[config.mk]
export PLATFORM = sky130hd
export DESIGN_NAME = server_hello_parser
export DESIGN_NICKNAME = d
export VERILOG_FILES = /design/src/rtl/core/shp_pkg.sv /design/src/rtl/core/shp_front.sv /design/src/rtl/core/shp_queue.sv /design/src/rtl/core/shp_back.sv /design/src/rtl/core/server_hello_parser.sv
export SDC_FILE = /design/constraint.sdc
export NUM_CORES = 1
export LEC_CHECK = 0
export ABC_CLOCK_PERIOD_IN_PS = 16400
export BUFFER_PORTS_ARGS = -buffer_cell sky130_fd_sc_hd__buf_2
export CORE_MARGIN = 8
export CORE_UTILIZATION = 30
export CTS_BUF_LIST = sky130_fd_sc_hd__clkbuf_8
export DETAILED_ROUTE_END_ITERATION = 7
export GPL_TIMING_DRIVEN = 0
export MAX_ROUTING_LAYER = met4
export PLACE_DENSITY_LB_ADDON = 0.15
export SLEW_MARGIN = 20
export SYNTH_ARGS = -nofsm -noshare
export SYNTH_HDL_FRONTEND = slang
export SYNTH_SLANG_ARGS = --single-unit
[constraint.sdc]
create_clock -name clk -period 16.4 [get_ports clk]
set_input_delay 3.28 -clock clk [delete_from_list [all_inputs] [get_ports clk]]
set_output_delay 3.28 -clock clk [all_outputs]
set_load 0.01 [all_outputs]
[src/rtl/core/shp_pkg.sv]
package shp_pkg;

  localparam int KeyBytes = 32;
  localparam int KeyBits = 8 * KeyBytes;
  localparam int KeyIdxW = $clog2(KeyBytes);
  localparam int ShareHeadBytes = 4;
  localparam int FixedBytes = 34;
  localparam int HdrBytes = 3;

  localparam logic [7:0] MsgTypeSh = 8'd2;
  localparam logic [15:0] KeyShareExt = 16'd51;
  localparam logic [15:0] SuiteReset = 16'h1303;
  localparam logic [15:0] GroupReset = 16'h001d;

  localparam int QueueDepth = 2;
  localparam int QPtrW = $clog2(QueueDepth);
  localparam int QCntW = $clog2(QueueDepth + 1);

  typedef enum logic [0:0] {
    CFG_SUITE = 1'b0,
    CFG_GROUP = 1'b1
  } cfg_idx_t;

  typedef enum logic [3:0] {
    ST_OK         = 4'd0,
    ST_WRONG_TYPE = 4'd1,
    ST_TRUNCATED  = 4'd2,
    ST_BAD_SUITE  = 4'd3,
    ST_NO_EXT     = 4'd4,
    ST_OVERFLOW   = 4'd5,
    ST_EXT_LEN    = 4'd6,
    ST_SHORT      = 4'd7,
    ST_NOT_GROUP  = 4'd8,
    ST_NO_SHARE   = 4'd9
  } status_t;

  typedef enum logic [12:0] {
    PH_TYPE     = 13'b0000000000001,
    PH_HDR      = 13'b0000000000010,
    PH_FIXED    = 13'b0000000000100,
    PH_SIDLEN   = 13'b0000000001000,
    PH_SID      = 13'b0000000010000,
    PH_SUITE    = 13'b0000000100000,
    PH_COMP     = 13'b0000001000000,
    PH_EXTLEN   = 13'b0000010000000,
    PH_EXT_HEAD = 13'b0000100000000,
    PH_EXT_BODY = 13'b0001000000000,
    PH_EXT_IDLE = 13'b0010000000000,
    PH_TRAIL    = 13'b0100000000000,
    PH_ERR      = 13'b1000000000000
  } phase_t;

  typedef struct packed {
    status_t             status;
    logic [KeyBits-1:0]  key;
  } job_t;

endpackage

[src/rtl/core/shp_front.sv]
module shp_front import shp_pkg::*; #(
  parameter int MAX_MESSAGE = 16384
) (
  input  logic        clk,
  input  logic        rst,
  input  logic [7:0]  data_byte,
  input  logic        final_byte,
  input  logic        byte_valid,
  output logic        byte_stall,
  input  logic        cfg_write,
  input  logic [0:0]  cfg_index,
  input  logic [15:0] cfg_data,
  input  logic        queue_full,
  output logic        push,
  output job_t        job
);

  localparam int CntW = $clog2(MAX_MESSAGE + 1);

  logic [15:0] expected_suite;
  logic [15:0] expected_group;

  phase_t      phase, phase_next;
  logic [15:0] field_count, field_count_next;
  logic [7:0]  session_len, session_len_next;
  logic [15:0] suite_seen, suite_seen_next;
  logic [15:0] ext_block_left, ext_block_left_next;
  logic [15:0] ext_kind, ext_kind_next;
  logic [15:0] ext_body_left, ext_body_left_next;
  logic [31:0] share_header, share_header_next;
  logic        key_valid, key_valid_next;
  status_t     early_error, early_error_next;
  status_t     ext_error, ext_error_next;
  logic [CntW-1:0] msg_bytes;

  logic [7:0]  key_store [KeyBytes];
  logic        key_we;
  logic [KeyIdxW-1:0] key_idx;
  logic        accept;
  logic        in_body;
  logic [16:0] fc_inc;
  status_t     status_now;
  logic [KeyBits-1:0] key_now;

  assign byte_stall = queue_full;
  assign accept = byte_valid && !queue_full;
  assign push = accept && final_byte;
  assign fc_inc = {1'b0, field_count} + 17'd1;

  always_comb begin
    phase_next = phase;
    field_count_next = field_count;
    session_len_next = session_len;
    suite_seen_next = suite_seen;
    ext_block_left_next = ext_block_left;
    ext_kind_next = ext_kind;
    ext_body_left_next = ext_body_left;
    share_header_next = share_header;
    key_valid_next = key_valid;
    early_error_next = early_error;
    ext_error_next = ext_error;
    key_we = 1'b0;
    key_idx = field_count[KeyIdxW-1:0] - KeyIdxW'(ShareHeadBytes);
    in_body = 1'b1;
    if (msg_bytes < CntW'(MAX_MESSAGE)) begin
      case (phase)
        PH_TYPE: begin
          if (data_byte != MsgTypeSh) begin
            early_error_next = ST_WRONG_TYPE;
            phase_next = PH_ERR;
          end else begin
            phase_next = PH_HDR;
            field_count_next = '0;
          end
        end
        PH_HDR: begin
          if (field_count == 16'(HdrBytes - 1)) begin
            field_count_next = '0;
            phase_next = PH_FIXED;
          end else begin
            field_count_next = fc_inc[15:0];
          end
        end
        PH_FIXED: begin
          if (field_count == 16'(FixedBytes - 1)) begin
            field_count_next = '0;
            phase_next = PH_SIDLEN;
          end else begin
            field_count_next = fc_inc[15:0];
          end
        end
        PH_SIDLEN: begin
          session_len_next = data_byte;
          phase_next = (data_byte == 8'd0) ? PH_SUITE : PH_SID;
        end
        PH_SID: begin
          session_len_next = session_len - 8'd1;
          if (session_len == 8'd1) phase_next = PH_SUITE;
        end
        PH_SUITE: begin
          suite_seen_next = {suite_seen[7:0], data_byte};
          if (field_count == 16'd1) begin
            field_count_next = '0;
            phase_next = PH_COMP;
          end else begin
            field_count_next = fc_inc[15:0];
          end
        end
        PH_COMP: begin
          if (suite_seen != expected_suite) begin
            early_error_next = ST_BAD_SUITE;
            phase_next = PH_ERR;
          end else begin
            phase_next = PH_EXTLEN;
          end
        end
        PH_EXTLEN: begin
          ext_block_left_next = {ext_block_left[7:0], data_byte};
          if (field_count == 16'd1) begin
            field_count_next = '0;
            phase_next = (ext_block_left_next == 16'd0) ? PH_TRAIL : PH_EXT_HEAD;
          end else begin
            field_count_next = fc_inc[15:0];
          end
        end
        PH_EXT_HEAD, PH_EXT_BODY, PH_EXT_IDLE: begin
          if (ext_block_left == 16'd0) begin
            phase_next = PH_TRAIL;
          end else begin
            if (phase == PH_EXT_HEAD) begin
              if (field_count == 16'd0 && ext_block_left < 16'd4) begin
                phase_next = PH_EXT_IDLE;
              end else begin
                if (field_count < 16'd2) ext_kind_next = {ext_kind[7:0], data_byte};
                else ext_body_left_next = {ext_body_left[7:0], data_byte};
                if (field_count == 16'd3) begin
                  field_count_next = '0;
                  if (ext_body_left_next >= ext_block_left) begin
                    ext_error_next = ST_EXT_LEN;
                    phase_next = PH_EXT_IDLE;
                  end else if (ext_kind == KeyShareExt &&
                               ext_body_left_next < 16'(ShareHeadBytes)) begin
                    ext_error_next = ST_SHORT;
                    phase_next = PH_EXT_IDLE;
                  end else if (ext_body_left_next != 16'd0) begin
                    phase_next = PH_EXT_BODY;
                  end
                end else begin
                  field_count_next = fc_inc[15:0];
                end
              end
            end else if (phase == PH_EXT_BODY) begin
              if (ext_kind == KeyShareExt) begin
                if (field_count < 16'(ShareHeadBytes)) begin
                  share_header_next = {share_header[23:0], data_byte};
                  if (field_count == 16'(ShareHeadBytes - 1)) begin
                    if (share_header_next[31:16] != expected_group ||
                        share_header_next[15:0] != 16'(KeyBytes) ||
                        ext_body_left < 16'(ShareHeadBytes + KeyBytes)) begin
                      ext_error_next = ST_NOT_GROUP;
                      phase_next = PH_EXT_IDLE;
                      in_body = 1'b0;
                    end else begin
                      key_valid_next = 1'b1;
                    end
                  end
                end else if (field_count < 16'(ShareHeadBytes + KeyBytes)) begin
                  key_we = 1'b1;
                end
              end
              if (in_body) begin
                if (fc_inc >= {1'b0, ext_body_left}) begin
                  field_count_next = '0;
                  phase_next = PH_EXT_HEAD;
                end else begin
                  field_count_next = fc_inc[15:0];
                end
              end
            end
            ext_block_left_next = ext_block_left - 16'd1;
            if (ext_block_left == 16'd1) phase_next = PH_TRAIL;
          end
        end
        default: ;
      endcase
    end
  end

  always_comb begin
    if (early_error_next != ST_OK) begin
      status_now = early_error_next;
    end else begin
      case (phase_next)
        PH_TYPE, PH_HDR: status_now = ST_WRONG_TYPE;
        PH_FIXED, PH_SIDLEN, PH_SID, PH_SUITE, PH_COMP: status_now = ST_TRUNCATED;
        PH_EXTLEN: status_now = ST_NO_EXT;
        PH_EXT_HEAD, PH_EXT_BODY, PH_EXT_IDLE: status_now = ST_OVERFLOW;
        default: begin
          if (ext_error_next != ST_OK) status_now = ext_error_next;
          else status_now = key_valid_next ? ST_OK : ST_NO_SHARE;
        end
      endcase
    end
  end

  always_comb begin
    for (int i = 0; i < KeyBytes; i++) begin
      key_now[KeyBits-1-8*i -: 8] =
        (key_we && key_idx == KeyIdxW'(i)) ? data_byte : key_store[i];
    end
  end

  assign job.status = status_now;
  assign job.key = key_now;

  always_ff @(posedge clk) begin
    if (accept && key_we) begin
      key_store[key_idx] <= data_byte;
    end
  end

  always_ff @(posedge clk) begin
    if (rst) begin
      expected_suite <= SuiteReset;
      expected_group <= GroupReset;
    end else if (cfg_write) begin
      case (cfg_idx_t'(cfg_index))
        CFG_SUITE: expected_suite <= cfg_data;
        CFG_GROUP: expected_group <= cfg_data;
        default: ;
      endcase
    end
  end

  always_ff @(posedge clk) begin
    if (rst || push) begin
      phase <= PH_TYPE;
      field_count <= '0;
      session_len <= '0;
      suite_seen <= '0;
      ext_block_left <= '0;
      ext_kind <= '0;
      ext_body_left <= '0;
      share_header <= '0;
      key_valid <= 1'b0;
      early_error <= ST_OK;
      ext_error <= ST_OK;
      msg_bytes <= '0;
    end else if (accept) begin
      phase <= phase_next;
      field_count <= field_count_next;
      session_len <= session_len_next;
      suite_seen <= suite_seen_next;
      ext_block_left <= ext_block_left_next;
      ext_kind <= ext_kind_next;
      ext_body_left <= ext_body_left_next;
      share_header <= share_header_next;
      key_valid <= key_valid_next;
      early_error <= early_error_next;
      ext_error <= ext_error_next;
      if (msg_bytes < CntW'(MAX_MESSAGE)) msg_bytes <= msg_bytes + CntW'(1);
    end
  end

endmodule

[src/rtl/core/shp_queue.sv]
module shp_queue import shp_pkg::*; (
  input  logic clk,
  input  logic rst,
  input  logic push,
  input  job_t push_job,
  input  logic pop,
  output logic full,
  output logic empty,
  output job_t head
);

  job_t             slots [QueueDepth];
  logic [QPtrW-1:0] wr_ptr;
  logic [QPtrW-1:0] rd_ptr;
  logic [QCntW-1:0] count;
  logic             do_push;
  logic             do_pop;

  assign full = (count == QCntW'(QueueDepth));
  assign empty = (count == '0);
  assign head = slots[rd_ptr];
  assign do_push = push && !full;
  assign do_pop = pop && !empty;

  always_ff @(posedge clk) begin
    if (do_push) slots[wr_ptr] <= push_job;
  end

  always_ff @(posedge clk) begin
    if (rst) begin
      wr_ptr <= '0;
      rd_ptr <= '0;
      count <= '0;
    end else begin
      if (do_push) begin
        wr_ptr <= (wr_ptr == QPtrW'(QueueDepth - 1)) ? '0 : wr_ptr + QPtrW'(1);
      end
      if (do_pop) begin
        rd_ptr <= (rd_ptr == QPtrW'(QueueDepth - 1)) ? '0 : rd_ptr + QPtrW'(1);
      end
      case ({do_push, do_pop})
        2'b10: count <= count + QCntW'(1);
        2'b01: count <= count - QCntW'(1);
        default: ;
      endcase
    end
  end

endmodule

[src/rtl/core/shp_back.sv]
module shp_back import shp_pkg::*; (
  input  logic        clk,
  input  logic        rst,
  input  logic        empty,
  input  job_t        head,
  output logic        pop,
  output logic        result_valid,
  input  logic        result_stall,
  output logic [3:0]  status,
  output logic [63:0] key_word,
  output logic [1:0]  word_index,
  output logic        run_end
);

  logic [1:0]  word_sel;
  logic        load;
  logic        last;
  logic [63:0] word_now;

  assign load = !empty && (!result_valid || !result_stall);
  assign last = (head.status != ST_OK) || (word_sel == 2'd3);
  assign pop = load && last;

  always_comb begin
    case (word_sel)
      2'd0: word_now = head.key[255:192];
      2'd1: word_now = head.key[191:128];
      2'd2: word_now = head.key[127:64];
      2'd3: word_now = head.key[63:0];
      default: word_now = '0;
    endcase
  end

  always_ff @(posedge clk) begin
    if (load) begin
      status <= head.status;
      key_word <= (head.status == ST_OK) ? word_now : 64'd0;
      word_index <= (head.status == ST_OK) ? word_sel : 2'd0;
      run_end <= last;
    end
  end

  always_ff @(posedge clk) begin
    if (rst) begin
      result_valid <= 1'b0;
      word_sel <= '0;
    end else begin
      if (load) begin
        result_valid <= 1'b1;
        word_sel <= last ? 2'd0 : word_sel + 2'd1;
      end else if (!result_stall) begin
        result_valid <= 1'b0;
      end
    end
  end

endmodule

[src/rtl/core/server_hello_parser.sv]
// ServerHello parser: takes one message byte per cycle on the byte channel unless
// byte_stall is high and, on the byte flagged final, gives either one error word or four
// key words (status 0, word_index 0..3, key bytes big-endian, run_end on the last).
// Results pass through the result queue and the output register, then leave one word per
// cycle unless result_stall holds them. A two-entry result queue sits between parser and
// output, so byte_stall rises only while two finished messages still wait to be emitted.
// Bytes beyond MAX_MESSAGE are taken but not parsed. The user writes expected_suite and
// expected_group through cfg_write while the block is idle; the block does not enforce it.
module server_hello_parser import shp_pkg::*; #(
  parameter int MAX_MESSAGE = 16384
) (
  input  logic        clk,
  input  logic        rst,
  input  logic        cfg_write,
  input  logic [0:0]  cfg_index,
  input  logic [15:0] cfg_data,
  input  logic [7:0]  data_byte,
  input  logic        final_byte,
  input  logic        byte_valid,
  output logic        byte_stall,
  output logic [3:0]  status,
  output logic [63:0] key_word,
  output logic [1:0]  word_index,
  output logic        run_end,
  output logic        result_valid,
  input  logic        result_stall
);

  logic push;
  job_t push_job;
  logic pop;
  logic full;
  logic empty;
  job_t head;

  shp_front #(
    .MAX_MESSAGE(MAX_MESSAGE)
  ) u_front (
    .clk(clk),
    .rst(rst),
    .data_byte(data_byte),
    .final_byte(final_byte),
    .byte_valid(byte_valid),
    .byte_stall(byte_stall),
    .cfg_write(cfg_write),
    .cfg_index(cfg_index),
    .cfg_data(cfg_data),
    .queue_full(full),
    .push(push),
    .job(push_job)
  );

  shp_queue u_queue (
    .clk(clk),
    .rst(rst),
    .push(push),
    .push_job(push_job),
    .pop(pop),
    .full(full),
    .empty(empty),
    .head(head)
  );

  shp_back u_back (
    .clk(clk),
    .rst(rst),
    .empty(empty),
    .head(head),
    .pop(pop),
    .result_valid(result_valid),
    .result_stall(result_stall),
    .status(status),
    .key_word(key_word),
    .word_index(word_index),
    .run_end(run_end)
  );

  a_err_single: assert property (@(posedge clk) disable iff (rst)
    result_valid && status != ST_OK |-> run_end && word_index == 2'd0 && key_word == 64'd0)
    else $error("error word not a single cleared word");

  a_last_word: assert property (@(posedge clk) disable iff (rst)
    result_valid && status == ST_OK |-> run_end == (word_index == 2'd3))
    else $error("run_end out of step with word_index");

  a_final_queued: assert property (@(posedge clk) disable iff (rst)
    byte_valid && !byte_stall && final_byte |=> !empty || result_valid)
    else $error("final word lost");

  a_word_order: assert property (@(posedge clk) disable iff (rst)
    result_valid && !result_stall && status == ST_OK && !run_end |=>
      result_valid && status == ST_OK && word_index == $past(word_index) + 2'd1)
    else $error("key words out of order");

endmodule
==> summary.md, run 1 <==
| Metric | Value |
|---|---|
| Gate Count Post-Synth | `3125` |
| HPWL Detailed | `94440 um` |
| Global-route wire length before repair | `204900 um` |
| Clock period minus worst slack | `7221 ps` |
| Final Util | `approximately a third` |
| Postcts setup bufs | `0` |
| PostCTS Resize Cnt | `0` |
| Ports | `104` |
| Nets@finish | `3525` |
| Commonest non-fill, non-tap cell in the layout | `edfxtp_1` |
| Initial antenna violation count | `17` |
| Final Setup Violations | `0` |
| Rel. slew slack | `22.43%` |
| CP Max Fanout | `37` |
| Final Cycle Share | `between 40% and 50%` |
| CP endpoint kind | `flip-flop` |
| Final estimated routing congestion in global placement | `0.8445` |
| Vias in the first global route | `28080` |
| Met1 Use GR | `24.00%` |
| Die Y | `just under 400 um` |
| Max Slew Vio Count | `0` |
| Layout cells sized above 1 | `between 20% and 30%` |
| Rows | `140` |
| Syn nets | `3207` |
| # DRC | `0` |
| Unrepaired setup endpoints after global routing | `false` |
| Outcome | `finished clean` |
| CTS buffer count | `185` |
| H-tree depth | `4` |
| Clock buffer depth | `3` |
| Synth Flop Type | `edfxtp_1` |
| Crit Path Class | `input pin to flip-flop` |
| Detailed Routing Iterations Pass 1 | `7` |
| GRT Resource Usage Total | `18.37%` |
| Routed Wire Length | `144700 um` |
| Total power draw | `just over 0.006 W` |
| FMAX | `roughly 0.14 GHz` |
| Met3 Use GR | `2.817%` |
| Clk sinks | `between 1000 and 1500` |
| GR Overflow Total | `0` |
| Met2 GRT Util | `about 30%` |
| Synth Area in XOR/XNOR | `~1.4%` |
| Vias/cell | `~5.1` |
| Worst-Skew Late Latency | `900 ps` |
| Async SR Flop Fraction | `0%` |
| Synthesis-stage register bit count | `approximately 1000` |
| Final Hold Vio Count | `0` |
| Area growth, synth to finish | `16.26%` |
| EDFF count, synth | `847` |
| Die width | `roughly 400 um` |
| HP Class | `flip-flop to flip-flop` |
| Via Count | `27890` |
| Starting Density | `30.09%` |
| Initial DRC count | `2926` |
| Largest net degree at the start of global routing | `between 50 and 60` |
| Power Density | `119.1 nW/um^2` |
| Mapped Area | `43640 um^2` |
| Clock root buffer | `clkbuf_8` |
| CTS Hold Bufs | `0` |
| Multiplexer area fraction after synthesis | `10.91%` |
| Die ar. | `157900 um^2` |
| CP arrival | `7820 ps` |
| GRT Max-Usage Layer | `met2` |
| Yosys warns | `0` |
| Core area | `about 150000 um^2` |
| Number of routed nets with antenna violations | `0` |
| Netlist cell types | `89` |
| Worst Setup Start Kind | `input pin` |
| Clock slew at reported path FFs | `approximately 60 ps` |
| Post-synthesis simple-gate area fraction | `8.777%` |
| Combinational family with the most area after synthesis | `multiplexers` |
| CTS tree | `done` |
| Seq/Total Area, Yosys | `around 67%` |
| Most frequent cells in the layout | `edfxtp_1 (847), nand2_1 (280), nor2_1 (255), inv_1 (252), mux2_2 (242)` |
| Post-Synth Adder-Cell Area | `1.462%` |
| IO buf count | `103` |
| WL/cell | `between 20 and 30 um` |
| Peak supply drop | `60.26 uV` |
| Setup Skew | `65.85 ps` |
| Max_cap viols | `0` |
| Leakage | `17.23 nW` |
| Post-synthesis compound-gate area fraction | `7.266%` |
| Data required, critical path | `17000 ps` |
| Worst Max-Slew Pin Slew | `1164 ps` |
| Avg Cell Area, Syn | `13.96 um^2` |
## final timing paths
| kind | start | to | slack (ps) | cells past startpoint |
|---|---|---|---|---|
| hold reg to reg | u_front.ext_kind[12] | u_front.ext_kind[12] | 450 | 2 |
| setup reg to reg | u_front.field_count[2] | u_queue.slots[1][258] | 9870 | 20 |
| hold / removal | u_front.ext_kind[12] | u_front.ext_kind[12] | 450 | 2 |
| setup / recovery | data_byte[0] | u_queue.slots[1][258] | 9180 | 15 |
## critical path: stages
cell and delay, ps:
buf_2 790, clkbuf_2 620, mux2i_1 210, ha_1 320, nor3b_1 210, o211ai_1 130
o2111ai_1 210, o211ai_1 280, a2111oi_2 560, o32a_4 280, and3_1 160, a22o_1 160
nor2_1 60, and3_1 150, a221o_1 350
## cell families after synthesis
family                     count (synthesis)
DFF                                     1036
AOI/OAI and AO/OA                        424
adders and majority gates                 51
muxes                                    363
and+or+nand+nor                          810
buffers and inverters                    373
xor gates and xnor gates                  68
## metal layers
metal  vias up  part of all wire [%]
met4         0                   2.7
met5         -                     0
li1      12600                     -
met1     14170                    44
met3       231                   5.3
met2       892                    48
## where the power goes
group	internal, W	switching, W
Combinational	0.000243	0.000488
Clock	0.00115	0.00112
Sequential	0.00300	0.0000383
## through the flow
stage / hold WS (ps) / cell area, um^2 / cells / setup TNS, ps / setup WS (ps)
floorplan: 431.5 / 43640 / 3125 / 0 / 921.6
global placement: 442.0 / 46550 / 5145 / -1994360 / -7695
detailed placement: 444.8 / 47280 / 5173 / 0 / 8087
CTS: 452.1 / 50700 / 5510 / 0 / 9055
global route: 465.5 / 50720 / 5514 / 0 / 9011
finish: 452.1 / 50730 / 5518 / 0 / 9179
## sequential cells by signal, indices dropped and copies added, names as in the netlist, 4 cells and up, named ones only
| signal | flops |
|---|---|
| u_front.early_error | 4 |
| u_front.ext_kind | 16 |
| u_back.key_word | 64 |
| u_front.key_store | 256 |
| u_front.msg_bytes | 15 |
| u_back.status | 4 |
| u_queue.slots | 520 |
| u_front.ext_error | 4 |
| u_front.share_header | 24 |
| u_front.suite_seen | 16 |
| u_front.session_len | 8 |
| u_front.ext_body_left | 16 |
| u_front.expected_suite | 16 |
| u_front.field_count | 16 |
| u_front.ext_block_left | 16 |
| u_front.phase | 13 |
| u_front.expected_group | 16 |
## cell usage after synthesis (all sizes together), types with 42 or more instances
library cell	count	area [um^2]
nor2	261	987.2
inv	187	701.9
dfxtp	189	3784
ha	51	638.1
a222oi	128	1281
xor2	49	429.2
clkbuf	161	604.3
nand3	42	210.2
nand2	280	1051
mux2	261	2939
a21oi	117	589.3
edfxtp	847	25430
mux4	64	1441
o21ai	63	315.3
## final cells by class
class,instances,area [um^2]
fillers,14340,94310
flip-flops and latches,1036,29220
multi-input cells,1716,13020
clock buffers,194,2670
well taps,1917,2399
repair buffers,131,1181
plain buffers,186,769.5
clock inverters,143,747.0
inverters,187,706.9
diodes,8,20.02
Power figures use the tool's default switching activity.
==> run 2, diff against run 1 <==
- ABC_CLOCK_PERIOD_IN_PS: 16400 -> 7100
- clock period: 16.4 -> 7.1 ns (I/O delays scaled with it)
==> run 2 against run 1 <==
First-iteration DRC count is 6.0% lower; largest power group unchanged; combinational power grew 130%; die area unchanged; highest routed layer unchanged; clock skew rose by 16 ps; clock power up 150%.
==> summary.md, run 2 (same netlist as run 1, synthesis figures left out) <==
| Metric | Value |
|---|---|
| HPWL Detailed | `94710 um (+0.28%)` |
| CP endpoint kind | `flip-flop` |
| Final estimated routing congestion in global placement | `0.8412 (-0.39%)` |
| HP Class | `flip-flop to flip-flop` |
| Clock period minus worst slack | `between 6000 and 7000 ps` |
| Data required, critical path | `7790 ps (-9210 ps)` |
| IO buf count | `103 (unchanged)` |
| GR Overflow Total | `0 (unchanged)` |
| Unrepaired setup endpoints after global routing | `false` |
| CTS tree | `done` |
| Clk sinks | `1036 (unchanged)` |
| Peak supply drop | `137.4 uV (+130%)` |
| Global-route wire length before repair | `205200 um (+0.15%)` |
| CTS Hold Bufs | `0 (unchanged)` |
| GRT Max-Usage Layer | `met2` |
| Clock slew at reported path FFs | `70 ps (about the same)` |
| Biggest regs | `u_queue.slots x520, u_front.key_store x256, u_back.key_word x64` |
| Vias in the first global route | `27990 (-0.30%)` |
| Sw power | `0.003922 W (+140%)` |
| Via Count | `27770 (-0.46%)` |
| Min setup slack post-route | `780.0 ps (-8400 ps)` |
| Leakage | `17.39 nW (+0.91%)` |
| Final std cells w/o fill | `5532 (+0.25%)` |
| Core area | `145000 um^2 (unchanged)` |
| Power Density | `280.0 nW/um^2 (+140%)` |
| Hold_sp | `u_front.ext_kind[4]` |
| Sequential Power Share | `49.1% (-1.2 points)` |
| FF-to-FF End | `u_queue.slots[1][258]` |
| Worst-Skew Late Latency | `960 ps (+60 ps)` |
| Crit Path Class | `flip-flop to flip-flop` |
| Initial antenna violation count | `17 (unchanged)` |
| Ports | `104 (unchanged)` |
| Flop2flop setup slack | `780 ps (-9090 ps)` |
| Number of routed nets with antenna violations | `0 (unchanged)` |
| Worst slack, placed | `678.3 ps (-7408 ps)` |
| Met2 GRT Util | `30.24% (+0.73 points)` |
| Die Y | `397.4 um (unchanged)` |
| Clock buffer depth | `3 (unchanged)` |
| Most frequent cells in the layout | `edfxtp_1 (847), nand2_1 (280), nor2_1 (255), inv_1 (246), mux2_2 (242)` |
| FMAX | `around 0.16 GHz` |
| H-tree depth | `4 (unchanged)` |
| Detailed Routing Iterations Pass 1 | `6 (-1)` |
| Clock network fraction of total power | `39.1% (+1.5 points)` |
| Routed Wire Length | `145700 um (+0.68%)` |
| Starting Density | `30.09% (unchanged)` |
| WHS | `444.8 ps (-7.304 ps)` |
| Max FFs per register | `520 (unchanged)` |
| Setup Skew | `81.36 ps (+15.51 ps)` |
| CP arrival | `7010 ps (-810 ps)` |
| Worst Setup Start Kind | `flip-flop` |
| Layout cells sized above 1 | `21.32% (+0.47 points)` |
| Die width | `397.4 um (unchanged)` |
| # DRC | `0 (unchanged)` |
| Outcome | `finished clean` |
| Max Slew Vio Count | `0 (unchanged)` |
| Switching Fraction | `27.42% (+0.11 points)` |
| Die ar. | `157900 um^2 (unchanged)` |
| PostCTS Resize Cnt | `0 (unchanged)` |
| Largest net degree at the start of global routing | `51 (unchanged)` |
| Placed insts | `5174 (+0.019%)` |
| Worst Max-Slew Pin Slew | `1221 ps (+57.62 ps)` |
| Worst reg2reg startpoint | `u_front.field_count[2]` |
| Met3 Use GR | `3.185% (+0.37 points)` |
| Area growth, synth to finish | `17.03%` |
| Final Setup Violations | `0 (unchanged)` |
| Rel. slew slack | `18.58% (-3.8 points)` |
| Nets@finish | `3527 (+0.057%)` |
| Vias/cell | `5.019 (-0.71%)` |
| WL/cell | `26.34 um (+0.43%)` |
| Met1 Use GR | `23.63% (-0.36 points)` |
| Max_cap viols | `0 (unchanged)` |
| Biggest register | `u_queue.slots` |
| Postcts setup bufs | `0 (unchanged)` |
| Final Util | `35.21% (+0.23 points)` |
| R2R depth | `20 (unchanged)` |
| CTS buffer count | `186 (+0.54%)` |
| Initial DRC count | `2749 (-6.0%)` |
| Hold Path End | `u_front.ext_kind[12]` |
| Final Cycle Share | `approximately 89%` |
| Hold path depth | `2 (unchanged)` |
| Commonest non-fill, non-tap cell in the layout | `edfxtp_1` |
| GRT Resource Usage Total | `18.48% (+0.12 points)` |
| Clock root buffer | `clkbuf_8` |
| Final Hold Vio Count | `0 (unchanged)` |
| Logic gate share of total power | `11.8% (-0.3 points)` |
| Rows | `140 (unchanged)` |
| CP Max Fanout | `10 (-73%)` |
| Internal | `0.01038 W (+140%)` |
[run 2: cell types whose count changed in the layout (fill, tap and decap cells not counted), sizes merged]
| cell | previous run | this run |
|---|---|---|
| diode | 8 | 12 |
| inv | 260 | 258 |
| bufinv | 3 | 8 |
| clkbuf | 357 | 356 |
| buf | 154 | 156 |
| clkinvlp | 3 | 0 |
| clkinv | 64 | 73 |
[run 2: how the worst max path moves through the flow]
stage | start | endpoint | slack (ps) | cells after the start
floorplan | byte_valid | u_queue.slots[0][0] | 810 | 4
global placement | byte_valid | u_queue.slots[0][45] | -2710 | 5
detailed placement | data_byte[3] | u_queue.slots[0][258] | 680 | 16
CTS | u_front.field_count[2] | u_queue.slots[0][258] | 800 | 20
global route | u_front.field_count[2] | u_queue.slots[0][258] | 380 | 20
finish | u_front.field_count[2] | u_queue.slots[1][258] | 780 | 20
[run 2: through the flow]
stage / total power (W) / TNS, ps / area (um^2)
floorplan: 0.008093 / 0 / 43650
CTS: 0.01452 / 0 / 51030
detailed placement: 0.008881 / 0 / 47360
global route: 0.01489 / 0 / 51050
global placement: 0.008851 / -1002740 / 46560
finish: 0.01430 / 0 / 51070
[run 2: cell type report]
| cell class | count | area, um^2 |
|---|---|---|
| Fill cell | 14240 | 93970 |
| Sequential cell | 1036 | 29220 |
| Multi-Input combinational cell | 1716 | 13010 |
| Clock buffer | 194 | 2670 |
| Tap cell | 1917 | 2399 |
| Timing Repair Buffer | 132 | 1256 |
| Clock inverter | 152 | 1005 |
| Buffer | 186 | 770.7 |
| Inverter | 187 | 706.9 |
| Antenna cell | 12 | 30.03 |
[run 2: critical path, stage by stage, from the launching register on]
cell and delay [ps]:
dfxtp_1 320, buf_2 200, inv_1 140, ha_1 150, clkbuf_1 430, a21boi_0 560
nand4_1 570, clkbuf_1 360, o21ai_0 400, ha_1 330, a21oi_1 130, o21ai_0 110
a211oi_1 360, o211ai_1 280, a2111oi_2 620, o32a_4 300, and3_1 150, a22o_1 160
nor2_1 70, and3_1 160, a221o_1 320
[run 2: power by group through the flow]
stage                     clock network [W]  registers (W)  logic, W
after floorplan                           0        0.00724  0.000854
after global placement                    0        0.00723   0.00162
after detailed placement                  0        0.00715   0.00173
after CTS                           0.00576        0.00702   0.00174
after global routing                0.00601        0.00705   0.00183
final                               0.00559        0.00702   0.00169
[run 2: metal layers]
metal | routed length, um | vias to the layer above | part of all wire, %
met5 | 0 | - | 0
met4 | 3653 | 0 | 2.5
met3 | 8797 | 233 | 6.0
met2 | 70480 | 930 | 48
met1 | 62780 | 13990 | 43
li1 | - | 12610 | -
